$ cat src/rtl/sdfcs_pkg.sv
// Package: shared constants, types and fixed-point helpers for the SDF coverage shaper.
package sdfcs_pkg;

	localparam int FRAC_BITS = 15;
	localparam int DW        = 16;              // field width
	localparam int QW        = FRAC_BITS + 2;   // holds 0..ONE and a little more
	localparam int NW        = 18;              // signed ramp numerator/denominator width
	localparam int DIV_STEPS = FRAC_BITS;       // quotient bits per ramp position
	localparam logic [QW-1:0] ONE_Q  = QW'(1) << FRAC_BITS;
	localparam logic [2*QW:0] HALF_P = (2*QW+1)'(1) << (FRAC_BITS - 1);

	localparam logic [1:0] MODE_SMOOTH   = 2'd0;
	localparam logic [1:0] MODE_SMOOTHER = 2'd1;
	localparam logic [1:0] MODE_SLAB     = 2'd2;
	localparam logic [1:0] MODE_GLOW     = 2'd3;

	localparam logic [2:0] REG_MODE   = 3'd0;
	localparam logic [2:0] REG_CENTRE = 3'd1;
	localparam logic [2:0] REG_HALF   = 3'd2;
	localparam logic [2:0] REG_INNER  = 3'd3;
	localparam logic [2:0] REG_OUTER  = 3'd4;
	localparam logic [2:0] REG_AA     = 3'd5;
	localparam logic [2:0] REG_GLOW   = 3'd6;

	// ramp division progress for one of two ramps
	typedef struct packed {
		logic [NW-1:0] rem;     // partial remainder
		logic [NW-1:0] den;     // divisor
		logic [QW-1:0] quo;     // quotient so far
		logic          fixed;   // result already known
		logic [QW-1:0] fix_val; // known result
	} ramp_t;

	// configuration as seen by the pipeline
	typedef struct packed {
		logic [1:0]    mode;
		logic [DW-1:0] centre;
		logic [14:0]   half;
		logic [DW-1:0] inner;
		logic [DW-1:0] outer;
		logic [DW-1:0] aa;
		logic [DW-1:0] glow;
	} cfg_t;

	// fixed-point product rounded half up, inputs in [0, ONE]
	function automatic logic [QW-1:0] mul_q(input logic [QW-1:0] a, input logic [QW-1:0] b);
		logic [2*QW:0] p;
		p = (2*QW+1)'(a) * (2*QW+1)'(b) + HALF_P;
		return QW'(p >> FRAC_BITS);
	endfunction

endpackage

$ cat src/rtl/sdfcs_ramp_div.sv
// Pipelined restoring divider: one ramp position quotient bit per stage for two ramps.
module sdfcs_ramp_div import sdfcs_pkg::*; (
	input  logic                 clk,
	input  logic                 arst_n,
	input  logic                 adv,
	input  logic                 in_vld,
	input  ramp_t                in_a,
	input  ramp_t                in_b,
	input  logic [1:0]           in_mode,
	output logic                 out_vld,
	output logic [QW-1:0]        out_ta,
	output logic [QW-1:0]        out_tb,
	output logic [1:0]           out_mode
);

	ramp_t      a_s [DIV_STEPS+1];
	ramp_t      b_s [DIV_STEPS+1];
	logic [1:0] m_s [DIV_STEPS+1];
	logic [DIV_STEPS:0] v_s;

	assign a_s[0] = in_a;
	assign b_s[0] = in_b;
	assign m_s[0] = in_mode;
	assign v_s[0] = in_vld;

	// one shift-subtract step
	function automatic ramp_t div_step(input ramp_t r);
		ramp_t         o;
		logic [NW-1:0] sh;
		o  = r;
		sh = r.rem << 1;
		if (sh >= r.den) begin
			o.rem = sh - r.den;
			o.quo = {r.quo[QW-2:0], 1'b1};
		end else begin
			o.rem = sh;
			o.quo = {r.quo[QW-2:0], 1'b0};
		end
		return o;
	endfunction

	for (genvar g = 0; g < DIV_STEPS; g++) begin : g_step
		always_ff @(posedge clk or negedge arst_n) begin
			if (!arst_n) begin
				v_s[g+1] <= 1'b0;
			end else if (adv) begin
				v_s[g+1] <= v_s[g];
			end
		end
		always_ff @(posedge clk) begin
			if (adv) begin
				a_s[g+1] <= div_step(a_s[g]);
				b_s[g+1] <= div_step(b_s[g]);
				m_s[g+1] <= m_s[g];
			end
		end
	end

	assign out_vld  = v_s[DIV_STEPS];
	assign out_mode = m_s[DIV_STEPS];
	assign out_ta   = a_s[DIV_STEPS].fixed ? a_s[DIV_STEPS].fix_val : a_s[DIV_STEPS].quo;
	assign out_tb   = b_s[DIV_STEPS].fixed ? b_s[DIV_STEPS].fix_val : b_s[DIV_STEPS].quo;

endmodule

$ cat config.mk
export PLATFORM = sky130hd
export DESIGN_NAME = sdfcs_ramp_div
export DESIGN_NICKNAME = d
export VERILOG_FILES = /design/src/rtl/sdfcs_pkg.sv /design/src/rtl/sdfcs_ramp_div.sv
export SDC_FILE = /design/constraint.sdc
export NUM_CORES = 2
export LEC_CHECK = 0
export BUFFER_PORTS_ARGS = -buffer_cell sky130_fd_sc_hd__buf_2
export CORE_MARGIN = 4
export CORE_UTILIZATION = 24
export CTS_BUF_LIST = sky130_fd_sc_hd__clkbuf_16
export CTS_CLUSTER_SIZE = 12
export DETAILED_ROUTE_END_ITERATION = 7
export MAX_ROUTING_LAYER = met4
export PLACE_DENSITY = 0.45
export SYNTH_ARGS = -nofsm -noshare
export SYNTH_HDL_FRONTEND = slang
export SYNTH_SLANG_ARGS = --single-unit
$ cat constraint.sdc
create_clock -name clk -period 4.7 [get_ports clk]
set_input_delay 0.47 -clock clk [delete_from_list [all_inputs] [get_ports clk]]
set_output_delay 0.47 -clock clk [all_outputs]
set_load 0.005 [all_outputs]
* Word level (Yosys, flattened, before mapping) *
Cells that the tools add are included.

storage, ports and cells
  bits in registers = 1865
  input bits = 148

cells by class
  add/subtract/negate cells = 28
  $lt $le $gt $ge = 30
  muxes and demuxes = 60

operators with widths
  cell                  count
  >= comparator 18 bit  30
  2-to-1 mux 17 bit     30
  subtractor 17 bit     28
  2-to-1 mux 1 bit      30

* Longest topological paths before layout *
  word-level depth = 2
  depth in mapped cells = 11
  mapped depth without buffers = 10

* Least setup slack after synthesis *
No wires, ideal clock.

  kind = input port to flip-flop
  start = in in_b[37] in the netlist's numbering
  end = reg b_s[1056] in the netlist's numbering (data pin)
  library setup time = 0.260 ns
  data arrival time = 2.626 ns
  required time = 4.440 ns
  setup slack = 1.814 ns
  cell stages on the path = 10
  buffers on the path = 1
  cells stage by stage = inv_1 > ha_1 > nor2b_1 > o31a_1 > o22ai_2 > o211ai_1 > a221o_1 > a21oi_4 > buf_6 > mux2_2

between the ends
  cells in the longest elaborated chain, start to end = 2
  elaborated cells between the ends (all ways) = 3
  those cells by class = add/sub (1); order compare (1); mux (1)

RTL lines
  element                                                    RTL line                                    text
  start: declaration                                         sdfcs_ramp_div.sv:8                         input ramp_t in_b,
  subtractor 17 bit or >= comparator 18 bit (tied branches)  sdfcs_ramp_div.sv:33, sdfcs_ramp_div.sv:32
  2-to-1 mux 17 bit *                                        sdfcs_ramp_div.sv:32                        if (sh >= r.den) begin
  end signal: indexed assignment                             sdfcs_ramp_div.sv:53                        b_s[g+1] <= div_step(b_s[g]);
  end: declaration                                           sdfcs_ramp_div.sv:17                        ramp_t b_s [DIV_STEPS+1];

Mark *: on every way between the ends. The rest lies on a longest branch, timed or not.
A chain may end at the register's enable or synchronous reset.

* Final worst setup path *
  start = reg a_s[461] in the netlist's numbering
  end = reg a_s[415] in the netlist's numbering (data pin)

between the ends
  cells in the longest elaborated chain, start to end = 2
  elaborated cells between the ends (all ways) = 3
  those cells by class = add/sub (1); order compare (1); mux (1)

RTL lines
  element                                                    RTL line                                    text
  start: declaration                                         sdfcs_ramp_div.sv:16                        ramp_t a_s [DIV_STEPS+1];
  start signal: indexed assignment                           sdfcs_ramp_div.sv:52                        a_s[g+1] <= div_step(a_s[g]);
  subtractor 17 bit or >= comparator 18 bit (tied branches)  sdfcs_ramp_div.sv:33, sdfcs_ramp_div.sv:32
  2-to-1 mux 17 bit *                                        sdfcs_ramp_div.sv:32

Marks and branches as above.

==> flow_metrics.env <==
export IMPL_grt_util_met3_pct=1.61
export IMPL_yosys_warnings=0
export IMPL_synth_simple_area_share_pct=6.23
export IMPL_core_um2=363000
export IMPL_worstMarginPinSlew_ns=1.11
export IMPL_fmax_ghz=0.284
export IMPL_crit_path_cell_trace="fa_1, nand2b_1, a21oi_1, o21ai_0, and2_1, a211oi_1, o22a_1, mux2_2"
export IMPL_cts_buffer_depth=4
export IMPL_worstHoldPathType="input port to register"
export IMPL_met1_usage_pct=10.5
export IMPL_drt_initial_drc_count=2696
export IMPL_max_stage_delay_ns=0.71
export IMPL_final_cell_mix="1850 x edfxtp_1, 657 x inv_1, 538 x ha_1"
export IMPL_hold_viol=0
export IMPL_chipWidth_um=613
export IMPL_utilization_pct=28.3
export IMPL_overflow=0
export IMPL_synth_seq_cells=1865
export IMPL_final_nets=7543
export IMPL_finalNonFillerCells=11789
export IMPL_layout_commonest_cell="edfxtp_1"
export IMPL_synth_cell_types=84
export IMPL_busiest_layer="met2"
export IMPL_drive_gt1_share_pct=13.3
export IMPL_synthesis_area_um2=87700
export IMPL_fin_worst_skew_ns=0.0783
export IMPL_dieArea_um2=375000
export IMPL_grtUsageTotal_pct=8.91
export IMPL_postSynthNetCount=7107
export IMPL_wl_per_cell_um=14.2
export IMPL_synth_xor_area_share_pct=3.70
export IMPL_rsz0062_at_grt="false"
export IMPL_cts_tree="done"
export IMPL_vias_per_cell=4.22
export IMPL_ant_nets=0
export IMPL_vdd_drop_max_uv=304
export IMPL_slew_violations=0
export IMPL_crit_slowest_cell="o22a_1"
export IMPL_grtUsageMet2_pct=14.8
export IMPL_nFillCells=36225
export IMPL_drtPass1Iterations=6
export IMPL_drv_cap=0
export IMPL_worstSetupPathType="register to register"
export IMPL_numPortBuffers=152
export IMPL_synth_edf_count=1850
export IMPL_cts_made_buffers=225
export IMPL_status="complete, no violations"
export IMPL_synth_async_sr_flop_share_pct=0.804
export IMPL_routed_wl_um=167000
export IMPL_dpl_hpwl_um=116000
export IMPL_ys_flop_type="edfxtp_1"
export IMPL_cts_sinks=1865
export IMPL_clock_latency_ns=0.90
export IMPL_ff_latch_area_um2=55900
export IMPL_synth_adder_area_share_pct=8.31
export IMPL_ios=185
export IMPL_drc=0
export IMPL_powerDensity_nw_per_um2=580
export IMPL_avgSynthCellArea_um2=13.7
export IMPL_cts_resized=0
export IMPL_grt_start_max_net_pins=180
export IMPL_synth_top_family_by_area="compound AO/OA/AOI/OAI gates"
export IMPL_worst_setup_path_end_kind="register"
export IMPL_muxShareOfSynthArea_pct=5.49
export IMPL_gp_congestion=0.920
export IMPL_die_y_um=613
export IMPL_critPathRequiredTime_ns=5.31
export IMPL_ys_seq_area_share_pct=63.8
export IMPL_start_util_pct=24.2
export IMPL_final_setup_tns_ns=0
export IMPL_htree_levels=4
export IMPL_clk_pin_slew_ns=0.06
export IMPL_fin_crit_sh_pct=75.0
export IMPL_antenna_found_initial=1
export IMPL_worstSetupStartpointType="register"
export IMPL_syn_to_final_growth_pct=16.9
export IMPL_fin_crit_ns=3.53
export IMPL_grt_pass1_vias=51066
export IMPL_multi_input_area_um2=29000
export IMPL_slew_headroom_pct=26.3
export IMPL_crit_fanout=18
export IMPL_cp_num_buf_inv=0
export IMPL_synth_cells=6393
export IMPL_fp_row_count=221
export IMPL_crit_arrival_ns=4.14
export IMPL_crit_family="compound AO/OA/AOI/OAI gates"
export IMPL_post_cts_setup_buffer_count=0
export IMPL_p_leak_nw=38.8
export IMPL_grt_first_pass_wirelength_um=268000
export IMPL_cts_root_buf="clkbuf_16"
export IMPL_setup_viol=0
export IMPL_synth_compound_area_share_pct=9.32
export IMPL_dp_cells=11282
export IMPL_via_count=49691
[logic make-up (layout without fill, tap and decap cells)]
logic type,Yosys count,count (layout)
other,0,1
muxes,427,427
and+or+nand+nor,1147,1147
DFF,1865,1865
adders and majority gates,566,566
AOI/OAI and AO/OA,1295,1295
xor gates and xnor gates,371,371
buffers and inverters,722,1323
[where the power goes]
part           leakage (nW)  internal [mW]  switching [mW]  total [mW]
combinational          16.9           9.11            10.6        19.7
sequential             18.3           22.3            1.41        23.7
clock                  3.49           9.33            6.83        16.2
total                  38.8           40.7            18.8        59.5
[area by class of cell]
class,instances,area share [%]
inverter,619,2.27
tap,4794,5.85
sequential,1865,54.5
timing repair buffer,312,2.36
clock buffer,226,5.51
antenna,1,0.00244
multi-input combinational,3806,28.3
clock inverter,166,1.18
[metrics by stage]
step / setup slack (ns) / area [µm²] / total power, mW / hold WS [ns]
after floorplan: 1.81 / 87700 / 38.8 / 0.174
final: 1.17 / 103000 / 59.5 / 0.125
after global routing: 1.00 / 103000 / 63.7 / 0.0527
after CTS: 1.07 / 103000 / 60.5 / 0.000675
after detailed placement: 1.14 / 94600 / 43.6 / 0.396
after global placement: 1.13 / 94600 / 43.3 / 0.381
[worst paths after layout]
| check | from | slack [ns] | to | cells after the start |
|---|---|---|---|---|
| worst min register to register | a_s[501] | 0.37 | a_s[430] | 0 |
| worst max register to register | a_s[461] | 1.17 | a_s[415] | 8 |
| max in group asynchronous | arst_n | 3.51 | v_s[11] | 3 |
| worst max-delay path | a_s[461] | 1.17 | a_s[415] | 8 |
| min in group asynchronous | arst_n | 0.75 | v_s[4] | 3 |
| worst min-delay path | in_b[69] | 0.13 | b_s[1012] | 4 |
[synthesized netlist by cell type (22+ instances only)]
cell      count  share of area (%)
a21o_1       76               0.65
nor3_1       60               0.34
edfxtp_1   1850                 63
a211oi_1     72               0.62
o211ai_1     50               0.43
xnor2_1     241                2.4
nand2_1     309                1.3
nand3_1      67               0.38
a21oi_1     485                2.8
nand2b_1    105               0.75
and3_1       25               0.18
nor2b_1      56               0.40
nor2_1      346                1.5
a31oi_1      38               0.27
o21bai_1     28               0.24
clkbuf_1     68               0.29
o21ai_0     265                1.5
fa_1         28               0.64
nand4_1      65               0.46
o31a_1       23               0.23
o21a_1       57               0.49
and2_1       38               0.27
a211o_1      22               0.22
o31ai_1      26               0.22
buf_2        27               0.15
inv_1       619                2.6
ha_1        538                7.7
xor2_1      130                1.3
mux2i_1      35               0.40
mux2_2      374                4.8
[state kept, by name, indices dropped and copies added, names as in the netlist]
| register | count |
|---|---|
| out_mode | 2 |
| b_s | 910 |
| a_s | 910 |
| out_vld | 1 |
| v_s | 14 |
| m_s | 28 |
[metal layers]
| layer | wire (µm) | part of all wire [%] |
|---|---|---|
| met1 | 73200 | 44 |
| met2 | 79600 | 48 |
| met3 | 6590 | 3.9 |
| met4 | 8000 | 4.8 |
| met5 | 0 | 0 |
[what timing repair did]
item / in CTS / in global routing
endpoints found under the setup margin: 0 / 0
hold buffers: 114 / 0
hold endpoints to repair: 132 / 0
[tightest hold or removal path, cell delays in order]
cell	delay (ns)
buf_2	0.08
ha_1	0.17
a21oi_4	0.12
inv_1	0.07
Note: power is estimated with default switching activity, not from simulation.
