===== src/rtl/sdfcs_pkg.sv =====
// Package: shared constants, types and fixed-point helpers for the SDF coverage shaper.
package sdfcs_pkg;

	localparam int FRAC_BITS = 15;
	localparam int DW        = 16;              // field width
	localparam int QW        = FRAC_BITS + 2;   // holds 0..ONE and a little more
	localparam int NW        = 18;              // signed ramp numerator/denominator width
	localparam int DIV_STEPS = FRAC_BITS;       // quotient bits per ramp position
	localparam logic [QW-1:0] ONE_Q  = QW'(1) << FRAC_BITS;
	localparam logic [2*QW:0] HALF_P = (2*QW+1)'(1) << (FRAC_BITS - 1);

	localparam logic [1:0] MODE_SMOOTH   = 2'd0;
	localparam logic [1:0] MODE_SMOOTHER = 2'd1;
	localparam logic [1:0] MODE_SLAB     = 2'd2;
	localparam logic [1:0] MODE_GLOW     = 2'd3;

	localparam logic [2:0] REG_MODE   = 3'd0;
	localparam logic [2:0] REG_CENTRE = 3'd1;
	localparam logic [2:0] REG_HALF   = 3'd2;
	localparam logic [2:0] REG_INNER  = 3'd3;
	localparam logic [2:0] REG_OUTER  = 3'd4;
	localparam logic [2:0] REG_AA     = 3'd5;
	localparam logic [2:0] REG_GLOW   = 3'd6;

	// ramp division progress for one of two ramps
	typedef struct packed {
		logic [NW-1:0] rem;     // partial remainder
		logic [NW-1:0] den;     // divisor
		logic [QW-1:0] quo;     // quotient so far
		logic          fixed;   // result already known
		logic [QW-1:0] fix_val; // known result
	} ramp_t;

	// configuration as seen by the pipeline
	typedef struct packed {
		logic [1:0]    mode;
		logic [DW-1:0] centre;
		logic [14:0]   half;
		logic [DW-1:0] inner;
		logic [DW-1:0] outer;
		logic [DW-1:0] aa;
		logic [DW-1:0] glow;
	} cfg_t;

	// fixed-point product rounded half up, inputs in [0, ONE]
	function automatic logic [QW-1:0] mul_q(input logic [QW-1:0] a, input logic [QW-1:0] b);
		logic [2*QW:0] p;
		p = (2*QW+1)'(a) * (2*QW+1)'(b) + HALF_P;
		return QW'(p >> FRAC_BITS);
	endfunction

endpackage


===== src/rtl/sdfcs_shape.sv =====
// Polynomial shaping pipeline: smoothstep, smootherstep, slab product and saturation.
module sdfcs_shape import sdfcs_pkg::*; (
	input  logic           clk,
	input  logic           arst_n,
	input  logic           adv,
	input  logic           in_vld,
	input  logic [QW-1:0]  ta,
	input  logic [QW-1:0]  tb,
	input  logic [1:0]     mode,
	output logic           out_vld,
	output logic [DW-1:0]  out_cov
);

	localparam int PW = QW + 4;  // signed polynomial width
	localparam int XW = QW + PW + 1;  // quintic product width

	// stage 1: squares
	logic [QW-1:0] ta_s1, tb_s1, ta2_s1, tb2_s1;
	logic [1:0]    mode_s1;
	// stage 2: cubic and quintic factors, t^3
	logic [QW-1:0] ta2_s2, tb2_s2, ta3_s2, pa_s2, pb_s2;
	logic [PW-1:0] pq_s2;
	logic [1:0]    mode_s2;
	// stage 3: shaped values
	logic [QW-1:0] sa_s3, sb_s3;
	logic [1:0]    mode_s3;
	// stage 4: result
	logic [QW-1:0] r_s4;
	logic [4:1]    v_q;

	logic signed [PW-1:0] quint_c, cub_a, cub_b;
	logic [QW-1:0] sat_qa, sat_qb, sa_c, sb_c, down_c, r_c;

	// cubic factor 3 - 2t and quintic factor 6t^2 - 15t + 10
	always_comb begin
		cub_a   = PW'(3 * $signed({4'd0, ONE_Q}) - 2 * $signed({4'd0, ta_s1}));
		cub_b   = PW'(3 * $signed({4'd0, ONE_Q}) - 2 * $signed({4'd0, tb_s1}));
		quint_c = PW'(6 * $signed({4'd0, ta2_s1}) - 15 * $signed({4'd0, ta_s1})
			+ 10 * $signed({4'd0, ONE_Q}));
		sat_qa  = (mode_s1 == MODE_SMOOTHER) ?
			((quint_c < 0) ? '0 : (quint_c > $signed({4'd0, ONE_Q}) ? ONE_Q :
			QW'(quint_c))) : QW'(cub_a);
		sat_qb  = QW'(cub_b);
	end

	// saturate shaped values and combine for the slab
	function automatic logic [QW-1:0] sat1(input logic [QW-1:0] x);
		return (x > ONE_Q) ? ONE_Q : x;
	endfunction

	// t^3 times the wide quintic factor, rounded half up and saturated to ONE
	function automatic logic [QW-1:0] mul_quint(input logic [QW-1:0] a,
		input logic [PW-1:0] b);
		logic [XW-1:0] p;
		p = XW'(a) * XW'(b) + XW'(HALF_P);
		p = p >> FRAC_BITS;
		return (p > XW'(ONE_Q)) ? ONE_Q : QW'(p);
	endfunction

	always_comb begin
		sa_c   = (mode_s2 == MODE_SMOOTHER) ? mul_quint(ta3_s2, pq_s2)
			: sat1(mul_q(ta2_s2, pa_s2));
		sb_c   = sat1(mul_q(tb2_s2, pb_s2));
		down_c = ONE_Q - sb_s3;
		r_c    = (mode_s3 == MODE_SLAB) ? sat1(mul_q(sa_s3, down_c)) : sa_s3;
	end

	always_ff @(posedge clk or negedge arst_n) begin
		if (!arst_n) begin
			v_q <= '0;
		end else if (adv) begin
			v_q <= {v_q[3:1], in_vld};
		end
	end

	always_ff @(posedge clk) begin
		if (adv) begin
			ta_s1   <= ta;
			tb_s1   <= tb;
			ta2_s1  <= mul_q(ta, ta);
			tb2_s1  <= mul_q(tb, tb);
			mode_s1 <= mode;
			ta2_s2  <= ta2_s1;
			tb2_s2  <= tb2_s1;
			ta3_s2  <= mul_q(ta2_s1, ta_s1);
			// quintic factor may exceed ONE, hold it unclipped up to 10*ONE
			pq_s2   <= (quint_c < 0) ? '0 : $unsigned(quint_c);
			pa_s2   <= sat_qa;
			pb_s2   <= sat_qb;
			mode_s2 <= mode_s1;
			sa_s3   <= sa_c;
			sb_s3   <= sb_c;
			mode_s3 <= mode_s2;
			r_s4    <= r_c;
		end
	end

	assign out_vld = v_q[4];
	assign out_cov = DW'(r_s4);

`ifndef NO_ASSERTIONS
	a_cov_range: assert property (@(posedge clk) disable iff (!arst_n)
		out_vld |-> out_cov <= DW'(ONE_Q)) else $error("coverage above one");
	a_hold: assert property (@(posedge clk) disable iff (!arst_n)
		!adv |=> $stable(v_q)) else $error("valid moved during stall");
	a_slab_bound: assert property (@(posedge clk) disable iff (!arst_n)
		(v_q[3] && mode_s3 == MODE_SLAB) |-> r_c <= sa_s3) else $error("slab grew");
`endif

endmodule

===== config.mk =====
export PLATFORM = sky130hd
export DESIGN_NAME = sdfcs_shape
export DESIGN_NICKNAME = d
export VERILOG_FILES = /design/src/rtl/sdfcs_pkg.sv /design/src/rtl/sdfcs_shape.sv
export SDC_FILE = /design/constraint.sdc
export NUM_CORES = 2
export LEC_CHECK = 0
export BUFFER_PORTS_ARGS = -buffer_cell sky130_fd_sc_hd__buf_2
export CORE_MARGIN = 10
export CORE_UTILIZATION = 67
export CTS_CLUSTER_SIZE = 25
export DETAILED_ROUTE_END_ITERATION = 12
export GPL_TIMING_DRIVEN = 1
export PLACE_DENSITY = 0.84
export SYNTH_ARGS = -nofsm -noshare
export SYNTH_HDL_FRONTEND = slang
export SYNTH_SLANG_ARGS = --single-unit

===== constraint.sdc =====
create_clock -name clk -period 10.4 [get_ports clk]
set_clock_uncertainty 0.05 [all_clocks]
set_input_delay 1.04 -clock clk [delete_from_list [all_inputs] [get_ports clk]]
set_output_delay 1.04 -clock clk [all_outputs]
set_load 0.05 [all_outputs]

== Word-level counts from Yosys, hierarchy flattened ==
Index checks and enable logic that the tools add are counted.

* Logic and storage cells: 55
* Input bits: 40
* Register bits: 233
* Output and inout port bits: 17

* Equality and inequality tests: 3
* $lt $le $gt $ge: 6
* Multiply operators: 9
* Add/subtract/negate cells: 12
* Muxes and demuxes: 8

{| class="wikitable"
|+ Operator list
! kind !! number
|-
| adder 32 x 15 -> 32 bit (second input constant) || 6
|-
| multiplier 17 x 17 -> 32 bit || 6
|-
| 2-to-1 mux 17 bit || 6
|-
| > comparator 17 x 16 -> 1 bit (second input constant) || 3
|-
| adder 38 x 15 -> 39 bit (second input constant) || 1
|-
| multiplier 17 x 21 -> 38 bit || 1
|-
| subtractor 17 bit (first input constant) || 2
|-
| 2-to-1 mux 16 bit || 2
|-
| > comparator 24 x 16 -> 1 bit (second input constant) || 1
|-
| adder 21 x 20 -> 21 bit (second input constant) || 1
|-
| > comparator 21 x 17 -> 1 bit (second input constant) || 1
|-
| less-than comparator 21 x 1 -> 1 bit (second input constant) || 1
|-
| multiplier 4 x 17 -> 21 bit (first input constant) || 1
|-
| subtractor 20 x 21 -> 21 bit || 1
|-
| multiplier 2 x 17 -> 19 bit (first input constant) || 1
|-
| subtractor 16 x 17 -> 17 bit (first input constant) || 1
|-
| equality test 2 x 1 -> 1 bit (second input constant) || 2
|-
| equality test 2 bit (second input constant) || 1
|}

== Logic depth before layout (Yosys ltp) ==
* Depth after elaboration: 7
* Depth in mapped cells: 32
* Mapped depth without buffers: 31

== Least setup slack after synthesis ==
Ideal clock, no wire load.

* Path type: flip-flop to flip-flop
* From: reg sb_s3[0]
* To: reg r_s4[10] (data pin)
* Stages on the path, launching flop included: 30
* Clock period less this slack: 7.873 ns
* Required time: 10.094 ns
* Setup slack: 2.527 ns
* Buffers on the path: 3
* Library setup time: 0.256 ns
* Data arrival time: 7.567 ns
* Cell sequence: edfxtp_1 clkbuf_1 inv_1 ha_1 nand2_1 or2_2 nor4_1 nand2_1 xor2_1 clkbuf_1 nand2_1 fa_1 inv_1 fa_1 fa_1 fa_1 fa_1 inv_1 fa_1 inv_1 ha_1 a21o_1 a21oi_1 o21ai_0 a311oi_1 o21ai_0 a21oi_1 mux2_2 clkbuf_1 a22o_1

* Cells in the longest elaborated chain, start to end: 6

{| class="wikitable"
|+ RTL lines
! element !! line !! text
|-
| from (decl) || sdfcs_shape.sv:25 || <nowiki>logic [QW-1:0] sa_s3, sb_s3;</nowiki>
|-
| from (signal assigned) || sdfcs_shape.sv:92 || <nowiki>sb_s3 <= sb_c;</nowiki>
|-
| subtractor 16 x 17 -> 17 bit * || sdfcs_shape.sv:64 || <nowiki>down_c = ONE_Q - sb_s3;</nowiki>
|-
| multiplier 17 x 17 -> 32 bit * || sdfcs_pkg.sv:48 || <nowiki>p = (2*QW+1)'(a) * (2*QW+1)'(b) + HALF_P;</nowiki>
|-
| adder 32 x 15 -> 32 bit * || sdfcs_pkg.sv:48 ||
|-
| > comparator 17 x 16 -> 1 bit || sdfcs_shape.sv:48 || <nowiki>return (x > ONE_Q) ? ONE_Q : x;</nowiki>
|-
| 2-to-1 mux 16 bit * || sdfcs_shape.sv:48 ||
|-
| 2-to-1 mux 16 bit * || sdfcs_shape.sv:65 || <nowiki>r_c = (mode_s3 == MODE_SLAB) ? sat1(mul_q(sa_s3, down_c)) : sa_s3;</nowiki>
|-
| net r_c[10] || sdfcs_shape.sv:32 || <nowiki>logic [QW-1:0] sat_qa, sat_qb, sa_c, sb_c, down_c, r_c;</nowiki>
|-
| to (signal assigned) || sdfcs_shape.sv:94 || <nowiki>r_s4 <= r_c;</nowiki>
|-
| to (decl) || sdfcs_shape.sv:28 || <nowiki>logic [QW-1:0] r_s4;</nowiki>
|}

Mark *: on every way through the listed nets, which the timed path passes. The rest lies on a longest branch.
A chain may end at the register's enable or synchronous reset.

== Worst setup path after layout ==
* From: reg sb_s3[0]
* To: reg r_s4[0] (data pin)

The elaborated chain is that of the path after synthesis.

==> flow_metrics.tcl <==
set metrics [dict create \
    status "finished clean" \
    cap_violations 0 \
    dp_slack_ns 1.82 \
    cts-hold-fix-buffers 0 \
    dpl.cell_count 9058 \
    reg2reg_from "sb_s3[0]$_SDFFCE_PN0P_" \
    cts_setup_buffers 0 \
    antenna_found_initial 0 \
    ys_seq_area_share_pct 9.44 \
    synth_area_leader_cell "fa_1" \
    final-seq-area_sq_um 6950 \
    tightest_slew_ns 1.22 \
    die_y_um 351 \
    grt_usage_pct 28.5 \
    ioPinCount 57 \
    die_w_um 351 \
    synth-seq-cells 232 \
    maxSlewHeadroom_pct 18.6 \
    cp.arrival_ns 8.90 \
    grt_max_degree 121 \
    grt_first_pass_wirelength_mm 287 \
    wl_per_cell_um 18.7 \
    cp.required_ns 10.70 \
    cts.path.max_buffers 3 \
    synthesis.area_sq_um 73600 \
    drtPass1Iterations 6 \
    syn_area_per_cell_sq_um 9.41 \
    synth_top_cell_area_share_pct 43.1 \
    r2r-end "r_s4[0]$_DFFE_PP_" \
    synth_ff_type "edfxtp_1" \
    tritoncts "yes" \
    yosysMostFrequentCell "inv_1" \
    port_buffers 56 \
    ys_warn_count 0 \
    cpMaxStageDelayCell "edfxtp_1" \
    finalSetupViolations 0 \
    multi_input_area_sq_um 58300 \
    start_util_pct 67.5 \
    totalWireLength_mm 170 \
    crit_type "reg2reg" \
    fin_cells 9112 \
    reg2reg_slack_ns 1.81 \
    cts.sink_count 232 \
    die_area_sq_um 123000 \
    period_share_pct 82.6 \
    fin_nets 10100 \
    root_buffer "clkbuf_16" \
    syn_inst 7818 \
    period_needed_ns 8.59 \
    synth_commonest_cells "1937 x inv_1, 1585 x fa_1, 1097 x nand2_1" \
    synth_edf_count 228 \
    endpoint_kind "flop" \
    drt_iter0_drc 4101 \
    place_congestion 0.921 \
    synth-async-reset-ratio_pct 1.72 \
    cts_resized 0 \
    diodes 0 \
    final-hold-violation-count 0 \
    fill_cells 7845 \
    setup_tns_ns 0 \
    dr_total_vias 52400 \
    areaGrowthSynthToFinish_pct 3.18 \
    clk_pin_slew_ns 0.06 \
    critPathMaxStageDelay_ns 0.61 \
    grt_overflow 0 \
    r2r_cells 28 \
    drive_gt1_share_pct 2.57 \
    rsz0062_at_grt "no" \
    cp_max_fo 19 \
    route.detailed.drc 0 \
    via_per_inst 5.75 \
    drv_slew 0 \
    cts_htree_levels 1 \
    post-dp-hpwl_mm 137 \
    grt_pass1_vias 58700 \
    cts_made_buffers 29 \
    fp.coreArea_sq_um 109000 \
    yosysUniqueCellTypes 90 \
    worst_slack_ns 1.81 \
    synth_area_leaders "fa_1 43%, ha_1 14%, inv_1 9.9%, edfxtp_1 9.3%, and2_1 6.0%" \
    rows 121 \
    critPathMostFrequentCell "fa_1" \
    fmax_mhz 116 \
    insertion_delay_ns 0.65 \
    antenna_left 0 \
    hold_class "in2async" \
    start_kind "flop" \
]
-- routing by layer --
layer	vias to the layer above	track usage [%]	share of wire, %
li1	23000	-	-
met1	26500	36.7	38
met2	2403	49.6	50
met3	453	4.21	8.7
met4	0	8.94	3.1
met5	-	0	0
-- registers in the layout (all words and copies together), names as in the netlist --
| signal | count |
|---|---|
| mode_s1 | 2 |
| mode_s2 | 2 |
| mode_s3 | 2 |
| pa_s2 | 17 |
| pb_s2 | 16 |
| pq_s2 | 21 |
| r_s4 | 16 |
| sa_s3 | 17 |
| sb_s3 | 17 |
| ta2_s1 | 17 |
| ta2_s2 | 17 |
| ta3_s2 | 17 |
| ta_s1 | 17 |
| tb2_s1 | 17 |
| tb2_s2 | 17 |
| tb_s1 | 16 |
| v_q | 4 |
-- metrics by stage --
stage | cell area (sq um) | hold slack (ns) | utilization, %
3_3_place_gp | 74900 | 0.350 | 68.8
5_1_grt | 75900 | 0.150 | 69.6
6_report | 75900 | 0.149 | 69.6
3_5_place_dp | 74900 | 0.355 | 68.8
2_1_floorplan | 73600 | 0.350 | -
4_1_cts | 75900 | 0.119 | 69.6
-- final cells by class --
class                           instances  share of cell area, %
Sequential cell                       232                   9.15
Clock buffer                           32                  0.971
Timing Repair Buffer                  106                  0.894
Inverter                             1938                   9.58
Clock inverter                         22                  0.279
Tap cell                             1414                   2.33
Multi-Input combinational cell       5368                   76.8
-- worst max-delay path: cells and delay by family, from the launching register on --
kind	cells	cell delay [ns]
XOR/XNOR	1	0.16
adder cells (fa/ha/maj)	8	3.47
buffers and inverters	6	0.58
AND/OR/NAND/NOR	5	1.19
multiplexers	1	0.48
AO/OA/AOI/OAI	7	1.83
flip-flops	1	0.61
-- placed cells by master (no fill, tap or decap), drive strengths merged, types with 67 or more instances in the layout --
cell	netlist	final
inv	1938	1946
fa	1585	1585
nand2	1097	1097
ha	835	835
and2	718	718
edfxtp	228	228
nor2	174	174
xnor2	149	149
a21oi	107	107
buf	10	106
xor2	71	71
o21ai	67	67
-- worst max path at each step --
stage                           startpoint            endpoint  slack [ns]  depth (start not counted)
finish              sb_s3[0]$_SDFFCE_PN0P_   r_s4[0]$_DFFE_PP_        1.81                         28
global route        sb_s3[0]$_SDFFCE_PN0P_   r_s4[0]$_DFFE_PP_        1.34                         28
CTS                 sb_s3[0]$_SDFFCE_PN0P_   r_s4[0]$_DFFE_PP_        1.82                         28
detailed placement  sb_s3[0]$_SDFFCE_PN0P_   r_s4[8]$_DFFE_PP_        1.82                         28
global placement    sb_s3[0]$_SDFFCE_PN0P_  r_s4[11]$_DFFE_PP_        2.11                         28
floorplan           sb_s3[0]$_SDFFCE_PN0P_  r_s4[10]$_DFFE_PP_        2.53                         29
-- kinds of logic (layout without fill, tap and decap cells) --
| logic type | count (synthesis) | in the layout | synth area share (%) |
|---|---|---|---|
| buf+inv | 2220 | 2098 | 11.3 |
| flops | 232 | 232 | 9.44 |
| simple gates | 2267 | 2267 | 14.9 |
| fa+ha+maj | 2420 | 2420 | 57.3 |
| xor+xnor | 220 | 220 | 2.63 |
| compound gates | 449 | 449 | 4.18 |
| mux | 9 | 9 | 0.151 |
| other cells | 1 | 3 | 0.00510 |
Power is not shown: default switching activity piles up to over one toggle a cycle in this logic, so the estimate is an artifact.
